==> config.mk <==
export PLATFORM = sky130hd
export DESIGN_NAME = drc_cmp
export DESIGN_NICKNAME = d
export VERILOG_FILES = /design/src/sv/drc_pkg.sv /design/src/sv/drc_cmp.sv
export SDC_FILE = /design/constraint.sdc
export NUM_CORES = 1
export LEC_CHECK = 0
export ABC_CLOCK_PERIOD_IN_PS = 3200
export BUFFER_PORTS_ARGS = -buffer_cell sky130_fd_sc_hd__buf_4
export CAP_MARGIN = 20
export CORE_AREA = 10 10 86 88
export DETAILED_ROUTE_END_ITERATION = 16
export DIE_AREA = 0 0 96 98
export GPL_TIMING_DRIVEN = 0
export PLACE_DENSITY = 0.78
export RECOVER_POWER = 50
export SLEW_MARGIN = 20
export SYNTH_ARGS = -nofsm -noshare
export SYNTH_HDL_FRONTEND = slang
export SYNTH_SLANG_ARGS = --single-unit
==> constraint.sdc <==
create_clock -name vclk -period 3.2
set_clock_uncertainty 0.05 [all_clocks]
set_input_delay 0.8 -clock vclk [all_inputs]
set_output_delay 0.8 -clock vclk [all_outputs]
set_load 0.05 [all_outputs]
==> src/sv/drc_pkg.sv <==
// types, sizes and shared definitions of the dedup report cache
`timescale 1ns / 1ps
package drc_pkg;

  localparam int Entries = 64;
  localparam int IdxW    = $clog2(Entries);
  localparam int CntW    = $clog2(Entries + 1);

  typedef struct packed {
    logic [21:0] proc_id;
    logic [47:0] proc_start;
    logic [1:0]  op_mask;
    logic [31:0] now_stamp;
  } in_t;

  typedef struct packed {
    logic        report;
    logic [21:0] report_id;
  } out_t;

  typedef struct packed {
    logic [21:0] id;
    logic [47:0] start;
    logic [1:0]  ops;
    logic [31:0] stamp;
  } entry_t;

  typedef struct packed {
    logic hit;
    logic start_eq;
    logic overlap;
    logic older;
  } cmp_t;

endpackage

==> src/sv/drc_cmp.sv <==
// shared compare unit: id hit, start match, mask overlap and stamp age
`timescale 1ns / 1ps
module drc_cmp (
  input  drc_pkg::entry_t entry_i,
  input  drc_pkg::in_t    item_i,
  input  logic [31:0]     old_stamp_i,
  output drc_pkg::cmp_t   cmp_o
);

  always_comb begin
    cmp_o.hit      = (entry_i.id == item_i.proc_id);
    cmp_o.start_eq = (entry_i.start == item_i.proc_start);
    cmp_o.overlap  = |(entry_i.ops & item_i.op_mask);
    cmp_o.older    = (entry_i.stamp < old_stamp_i);
  end

endmodule

==> impl_metrics.json <==
{
  "crit_path_top_delay_cell": "or4_4",
  "setup_ws_ns": -0.00666,
  "synth-simple-area-share_pct": 17.4,
  "grt_pass1_vias": 2497,
  "pwr_density_cell_nw_per_um2": 119,
  "wl_per_cell_um": 17.3,
  "violations": "negative setup slack",
  "starting_density_of_the_core_pct": 27.2,
  "crit_family": "simple AND/OR/NAND/NOR gates",
  "synth_area_per_cell_sq_um": 7.70,
  "setup_tns_ns": -0.00666,
  "post_synth_main_area_contributors": "xor2_1 37%, ha_1 25%, inv_1 7.4%",
  "antennaDiodeCount": 0,
  "dp_hpwl_um": 8260,
  "path_max_fanout": 1,
  "die_x_um": 96,
  "hold-path-cell-count": 5,
  "final.period_utilization_pct": 100,
  "synthCells": 203,
  "cts_setup_buffers": 0,
  "ant_nets": 0,
  "io-pin-count": 244,
  "start_kind": "input port",
  "routed-via-count": 2184,
  "globalRouteOverflowTotal": 0,
  "place_area_sq_um": 3270,
  "firstDrtPassIters": 4,
  "final_design_area_no_fill_sq_um": 3330,
  "synth_warnings": 0,
  "cp_data_arrival_time_ns": 2.36,
  "post-route-min-period_ns": 3.21,
  "layout-drive-gt1-share_pct": 53.5,
  "crit_path_cell_trace": "buf_4, inv_1, ha_4, a2111oi_4, nor4b_1, or4_4, a21oi_4, buf_8",
  "fmax_mhz": 312,
  "status": "complete, but fails checks",
  "sequential_cell_area_sq_um": 0,
  "grt_pass1_wl_um": 12400,
  "hold_viol_final": 0,
  "end_kind": "output port",
  "clockBufferCount": 0,
  "placement_rows": 28,
  "die_y_um": 98,
  "synth_compound_gate_area_share_pct": 11.2,
  "hold-worst-slack_ns": 2.00,
  "rsz0062_at_grt": "yes",
  "commonest_cells_after_routing_fill_and_taps_aside": "210 x buf_4, 66 x xor2_1, 31 x inv_1",
  "area_growth_syn_to_layout_pct": 113,
  "place.gp.congestion": 0.850,
  "synth_top_family_by_area": "XOR/XNOR gates",
  "nFlopsAndLatches": 0,
  "timing.hold.worst_endpoint": "cmp_o[3]",
  "dp.cells": 490,
  "leakagePower_nw": 1.83,
  "total_buffers_and_inverters_traversed_by_the_critical_path": 3,
  "timing.final.setup_violations": 1,
  "layout.filler_cells": 525,
  "grt_antenna_before_repair": 0,
  "seq_area_frac_synth_pct": 0,
  "drv_cap": 0,
  "cp.required_ns": 2.35,
  "core_area_sq_um": 5750,
  "synth_fa_ha_area_share_pct": 24.8,
  "post_synth_mux_area_share_pct": 0,
  "drt_wl_total_um": 8480,
  "syn_nets": 474,
  "max_slew.worst_pin.slew_ns": 0.598,
  "grt_start_max_net_pins": 4,
  "post_synth_instance_area_sq_um": 1560,
  "grt_usage_pct": 16.4,
  "peakVddDrop_mv": 0.0759,
  "instances_no_fill": 490,
  "detailedRoute.firstIterationViolations": 19,
  "post-place-ws_ns": -0.166,
  "synth_largest_area_cell": "xor2_1",
  "critical-path-max-stage-delay_ns": 0.51,
  "multi_input_comb_area_sq_um": 1520,
  "port_buffers": 212,
  "nNetsFinal": 688,
  "post-route-drc-count": 0,
  "worstSetupPathType": "in -> out",
  "cts_hold_repair.buffers": 0,
  "hp_start": "entry_i[99]",
  "post_synth_xor_xnor_area_pct": 39.2,
  "relSlewSlack_pct": 60.3,
  "fp.dieArea_sq_um": 9410,
  "slew_viol_final": 0,
  "synth_cell_types": 23,
  "worst_hold_path_type": "in -> out",
  "post_drt_via_cell_ratio": 4.46,
  "netlist.area_leader.share_pct": 37.0,
  "final_common_cell": "buf_4"
}
-- per-layer routing --
| layer | up-vias | global-route usage (%) | wire [um] |
|---|---|---|---|
| li1 | 1130 | - | - |
| met1 | 925 | 14.6 | 2560 |
| met2 | 123 | 31.8 | 4530 |
| met3 | 6 | 8.65 | 1270 |
| met4 | 0 | 1.82 | 110 |
| met5 | - | 0 | 0 |
-- cells in the mapped netlist (all sizes together) --
cell     instances
nand4            7
a221oi           2
nand3            2
or4              1
ha              31
nor3             2
nand2            9
a21boi           1
a2111oi          1
nor4            17
o2bb2ai          1
o21a             2
nor2             3
xnor2            4
a21o             2
inv             31
and4             3
a22o             1
xor2            66
nand2b           1
a21oi           11
nor4b            1
o21ai            4
-- where the power goes --
group	switching [W]	internal [W]
clock	0	0
sequential	0	0
combinational	0.000144	0.000253
-- per-stage QoR --
step | util [%] | total power, W
6_report | 57.9 | 0.000397
5_1_grt | 57.9 | 0.000440
4_1_cts | 57.6 | 0.000399
3_5_place_dp | 56.9 | 0.000390
3_3_place_gp | 56.9 | 0.000377
2_1_floorplan | - | 0.000147
-- how the worst max path moves through the flow --
stage | startpoint | endpoint | slack [ns] | cells past startpoint
2_1_floorplan | old_stamp_i[1] | cmp_o[0] | 0.02 | 6
3_3_place_gp | entry_i[1] | cmp_o[0] | -0.17 | 7
3_5_place_dp | entry_i[1] | cmp_o[0] | -0.17 | 7
4_1_cts | entry_i[13] | cmp_o[0] | -0.04 | 8
5_1_grt | old_stamp_i[1] | cmp_o[0] | -0.10 | 8
6_report | old_stamp_i[1] | cmp_o[0] | -0.007 | 8
-- logic make-up (layout without fill, tap and decap cells) --
kind of cell,Yosys count,count (layout)
adder cells (fa/ha/maj),31,31
XOR/XNOR,70,70
AO/OA/AOI/OAI,25,25
buffers and inverters,31,243
AND/OR/NAND/NOR,46,46
-- repair_timing --
action | CTS | global route
pin swaps | 0 | 0
gates resized for setup | 6 | 4
setup endpoints to repair | 1 | 1
-- tightest hold or removal path, delay by kind of cell --
| kind | cells | cell delay (ns) |
|---|---|---|
| buffers and inverters | 2 | 0.26 |
| AND/OR/NAND/NOR | 2 | 0.13 |
| XOR/XNOR | 1 | 0.06 |
-- area by class of cell --
cell class,instances,share of cell area [%]
tap,75,2.82
multi-input combinational,172,45.7
inverter,31,3.50
timing repair buffer,212,48.0
Note: power is estimated with default switching activity, not from simulation.
