[src/sv/drc_ram.sv]
// generic single write port ram with registered read
`timescale 1ns / 1ps
module drc_ram #(
  parameter int Width = 8,
  parameter int Depth = 16,
  localparam int AddrW = $clog2(Depth)
) (
  input  logic             clk_i,
  input  logic             we_i,
  input  logic [AddrW-1:0] waddr_i,
  input  logic [Width-1:0] wdata_i,
  input  logic             re_i,
  input  logic [AddrW-1:0] raddr_i,
  output logic [Width-1:0] rdata_o
);

  logic [Width-1:0] mem_q [Depth];
  logic [Width-1:0] rdata_q;

  always_ff @(posedge clk_i) begin
    if (we_i) begin
      mem_q[waddr_i] <= wdata_i;
    end
    if (re_i) begin
      rdata_q <= mem_q[raddr_i];
    end
  end

  assign rdata_o = rdata_q;

endmodule

[config.mk]
export PLATFORM = sky130hd
export DESIGN_NAME = drc_ram
export DESIGN_NICKNAME = d
export VERILOG_FILES = /design/src/sv/drc_ram.sv
export SDC_FILE = /design/constraint.sdc
export NUM_CORES = 1
export LEC_CHECK = 0
export BUFFER_PORTS_ARGS = -buffer_cell sky130_fd_sc_hd__buf_2
export CAP_MARGIN = 15
export CORE_ASPECT_RATIO = 2
export CORE_MARGIN = 2
export CORE_UTILIZATION = 60
export CTS_BUF_LIST = sky130_fd_sc_hd__clkbuf_8
export DETAILED_ROUTE_END_ITERATION = 6
export HOLD_SLACK_MARGIN = 0.12
export PLACE_DENSITY = 0.82
export SLEW_MARGIN = 0
export SYNTH_ARGS = -nofsm -noshare
export SYNTH_HDL_FRONTEND = slang
export SYNTH_SLANG_ARGS = --single-unit
[constraint.sdc]
create_clock -name clk_i -period 3.6 [get_ports clk_i]
set_input_delay 0.18 -clock clk_i [delete_from_list [all_inputs] [get_ports clk_i]]
set_output_delay 0.18 -clock clk_i [all_outputs]
set_load 0.02 [all_outputs]
==> impl.org <==
** Floorplanning
- # rows :: 48
- The floorplan step defined a core boundary enclosing 8530 um^2.
- Ports :: 27
- Die width :: 70 um
- Height of the die :: 136 um
- Once the floorplan was initialized, standard cells occupied 61.3% of the core.
- Full die area :: 9520 um^2

** Logic synthesis
- Top post-synthesis cells by area :: sky130_fd_sc_hd__edfxtp_1, sky130_fd_sc_hd__mux4_2, sky130_fd_sc_hd__mux4_1
- Summing the areas of all compound-gate instances in the mapped netlist gives 2.30% of the synthesized area.
- Area share of fa/ha/maj cells after synthesis :: 0%
- Most used flip-flop cell after synthesis :: sky130_fd_sc_hd__edfxtp_1
- The synthesized design contains 136 register bits.
- Area of the mapped netlist :: 5230 um^2
- Most numerous cell types in the synthesized netlist :: sky130_fd_sc_hd__edfxtp_1, sky130_fd_sc_hd__mux4_2, sky130_fd_sc_hd__a22oi_1
- Library cell with the highest instance count after synthesis :: sky130_fd_sc_hd__edfxtp_1
- Synthesis warning total :: 0
- In this run the biggest area consumer among cell types represents 78.1% of the synthesized area.
- In the synthesized netlist, the number of instances is 229.
- Summing the areas of all xor and xnor instances in the mapped netlist gives 0% of the synthesized area.
- Post-synth ARST share :: 0%
- Counting distinct cell types in the post-synthesis netlist gives 18.
- The number of nets handed over by synthesis was 248.
- Proportion of synthesized area in mux cells :: 14.8%
- Of all cell types, the one taking the most synthesized area is sky130_fd_sc_hd__edfxtp_1.
- Summing the areas of all and, or, nand and nor instances in the mapped netlist gives 3.14% of the synthesized area.
- Average cell area after synthesis :: 22.8 um^2
- Summing the sequential cell areas from Yosys gives 78.1% of the chip area.
- Dominant combinational cell family by area after synthesis :: multiplexers
- The synthesized design contains 136 enable-type register cells.

** Cells and area
- Once layout is done, the placed cells without fillers occupy 5910 um^2.
- Fill cells :: 513
- Registers take 4080 um^2.
- Total number of nets in the final design :: 295
- Fraction of the core area covered by cells at the end of the flow :: 69.3%
- Diode count :: 0
- Excluding fillers, the count of instances in the completed layout stands at 389.
- The multi-input combinational cells in the finished layout cover a total of 1060 um^2.
- Area growth from synthesis to layout :: 13.0%
- Cells with a size suffix above 1 make up 26.3% of the layout.

** Global routing
- Wire length of the first global-routing pass :: 14800 um
- Fraction of met2 tracks used by global routing :: 40.5%
- Global Route met1 Usage :: 25.2%
- In this run the most used layer during global routing was met2.
- Pin count of the biggest net entering global routing :: 33
- Number of antenna violations at the first check in global routing :: 0
- The total overflow left after global routing is 0.
- Grt met3 use :: 6.82%
- The number of global-route vias before repair came to 2614.
- Across every metal layer, demand over resource in global routing totals 22.7%.

** Power
- Total power for the finished layout comes to 3.18 mW.
- In this run the static leakage power is 1.96 nW.
- VDD sags by at most 0.000615 V.
- Power density over the cells :: 539 nW/um^2

** Timing
- Setup repair after global routing left no endpoint under its margin.
- Slew Limit Fails :: 0
- The tightest hold path in the finished design has a slack of 0.207 ns.
- Number of hold-slack violations in the final timing report :: 0
- Setup violations remaining at the end of the flow were counted as 0.
- Worst slew margin relative to its limit :: 28.8%
- Highest attainable clock frequency :: 554 MHz
- Final clock period utilization by the worst path :: 50.1%
- For the final routed database, the setup TNS stands at 0 ns.
- Clk_skew :: 0.0136 ns
- Worst Setup Slack, final :: 1.79 ns
- At the pin with the least slew margin, the transition time is 1.07 ns.
- The routed design could run at a clock period as short as 1.81 ns.

** Drt
- In the routed layout, each cell is associated on average with a via count of 6.34.
- Remaining antenna violation count after routing :: 0
- Iteration-0 DRC count of the detailed router :: 190
- Sum of routed wire length over all layers :: 9690 um
- Iteration count of the initial detailed-routing pass :: 4
- In the routed design, unresolved DRC markers number 0.
- DR WL/cell :: 24.9 um
- Detailed-route via count :: 2468

** Setup path
- In this run the critical register-to-register path is captured at rdata_o[0]$_DFFE_PP_.
- Slowest CP cell :: sky130_fd_sc_hd__buf_2
- Counting buffers and inverters, the worst setup path is 4 cells deep.
- STA classifies the critical path endpoint as a register.
- Number of buffers and inverters on the critical path :: 1
- In this run the register-to-register setup slack is 2.12 ns.
- In this design, the largest share of critical-path delay is due to buffers and inverters.
- Largest fanout on the critical path :: 32
- Crit Path Category :: in2reg
- Critical Path Start Type :: input pin
- Timing startpoint of the critical path :: raddr_i[0]
- Walking the worst path, the cells encountered are buf_2 -> mux4_1 -> a22oi_1 -> nand2_1.
- Data required, critical path :: 3.80 ns
- Startpoint of the lowest-slack register-to-register path :: mem_q[0][0]$_DFFE_PP_
- Worst setup path endpoint :: rdata_o[0]$_DFFE_PP_
- Worst EP arrival :: 2.00 ns
- Max incr delay on CP :: 0.79 ns
- Count of cells along the worst register-to-register path :: 3

** Placed design
- After legalization and detailed placement, the total HPWL measured 6210 um.
- Timing analysis after detailed placement gives a worst setup slack of 1.31 ns.
- After detailed placement, the total cell area comes to 5420 um^2.
- Placed Instances :: 348
- Number of I/O port buffers :: 26
- Routability Congestion :: 0.742

** Clock tree
- In this run the clock root is driven by a sky130_fd_sc_hd__clkbuf_8.
- Number of buffers on the longest clock path :: 2
- Clock Pin Slew Worst Setup and Hold Paths :: 0.08 ns
- Number of sinks on the clock net :: 136
- Post-CTS sizing :: 0
- The H-tree generated during clock tree synthesis spans 4 levels.
- TritonCTS built the clock tree.
- At the later pin of the worst-skew pair, clock insertion delay measures 0.45 ns.
- Cts bufs inserted :: 17

** Status
- Result of the run :: completed

** Worst hold path
- Worst hold path class :: in2reg
- The startpoint identified for the worst hold timing path is waddr_i[0].

** Run
- Maximum Capacitance Violations :: 0
[worst register-to-register path: stages (launching register included)]
cell                       delay, ns
sky130_fd_sc_hd__edfxtp_1       0.37
sky130_fd_sc_hd__mux4_1         0.51
sky130_fd_sc_hd__a22oi_1        0.25
sky130_fd_sc_hd__nand2_1        0.11
[registers in the layout, indices dropped and copies added, names as in the netlist]
register / flops
mem_q: 128
rdata_o: 8
[layout make-up]
cell class | count | share of cell area (%)
clock buffer | 17 | 3.96
clock inverter | 15 | 2.73
multi-input combinational | 83 | 18.0
sequential | 136 | 69.1
tap | 100 | 2.12
timing repair buffer | 38 | 4.11
[cells by family (layout without fill, tap and decap cells)]
family	count (synthesis)	after routing
AO/OA/AOI/OAI	16	16
buffers and inverters	10	70
flip-flops	136	136
multiplexers	32	32
AND/OR/NAND/NOR	35	35
[worst min path at each step]
stage | to | slack, ns | cells past startpoint
after floorplan | mem_q[0][0]$_DFFE_PP_ | 0.28 | 0
after global placement | mem_q[4][3]$_DFFE_PP_ | 0.55 | 1
after detailed placement | rdata_o[3]$_DFFE_PP_ | 0.56 | 1
after CTS | mem_q[4][1]$_DFFE_PP_ | 0.18 | 2
after global routing | mem_q[4][5]$_DFFE_PP_ | 0.19 | 2
final | mem_q[4][1]$_DFFE_PP_ | 0.21 | 2
[placed cells by master, fill, tap and decap left out]
cell,count
sky130_fd_sc_hd__nand2b_1,2
sky130_fd_sc_hd__clkinv_1,4
sky130_fd_sc_hd__buf_4,3
sky130_fd_sc_hd__nand3_1,1
sky130_fd_sc_hd__dlygate4sd3_1,9
sky130_fd_sc_hd__nand3b_1,2
sky130_fd_sc_hd__bufinv_16,3
sky130_fd_sc_hd__or3b_2,1
sky130_fd_sc_hd__nor2b_1,1
sky130_fd_sc_hd__buf_2,26
sky130_fd_sc_hd__mux4_1,14
sky130_fd_sc_hd__nor3_1,3
sky130_fd_sc_hd__and2_1,1
sky130_fd_sc_hd__mux4_2,18
sky130_fd_sc_hd__clkinv_4,4
sky130_fd_sc_hd__a22oi_1,16
sky130_fd_sc_hd__nor3_2,1
sky130_fd_sc_hd__clkinvlp_4,1
sky130_fd_sc_hd__nand2_1,9
sky130_fd_sc_hd__edfxtp_1,136
sky130_fd_sc_hd__and2b_1,1
sky130_fd_sc_hd__clkinv_2,2
sky130_fd_sc_hd__inv_1,1
sky130_fd_sc_hd__nor2_1,13
sky130_fd_sc_hd__clkbuf_8,17
[what timing repair did]
action                                 4_1_cts  5_1_grt
endpoints found under the hold margin      131        0
buffers inserted                             0        0
setup endpoints to repair                    0        0
hold buffers                                 9        0
[metal layers]
layer / vias up / wire (um)
li1: 1077 / -
met1: 1259 / 3340
met2: 118 / 5600
met3: 14 / 577
met4: 0 / 176
met5: - / 0
[report_power, final]
part	switching, mW	total [mW]	internal, mW
sequential	0.00875	1.79	1.78
combinational	0.0981	0.167	0.0686
clock	0.553	1.22	0.672
No activity file was read; power rests on OpenSTA's default activity.
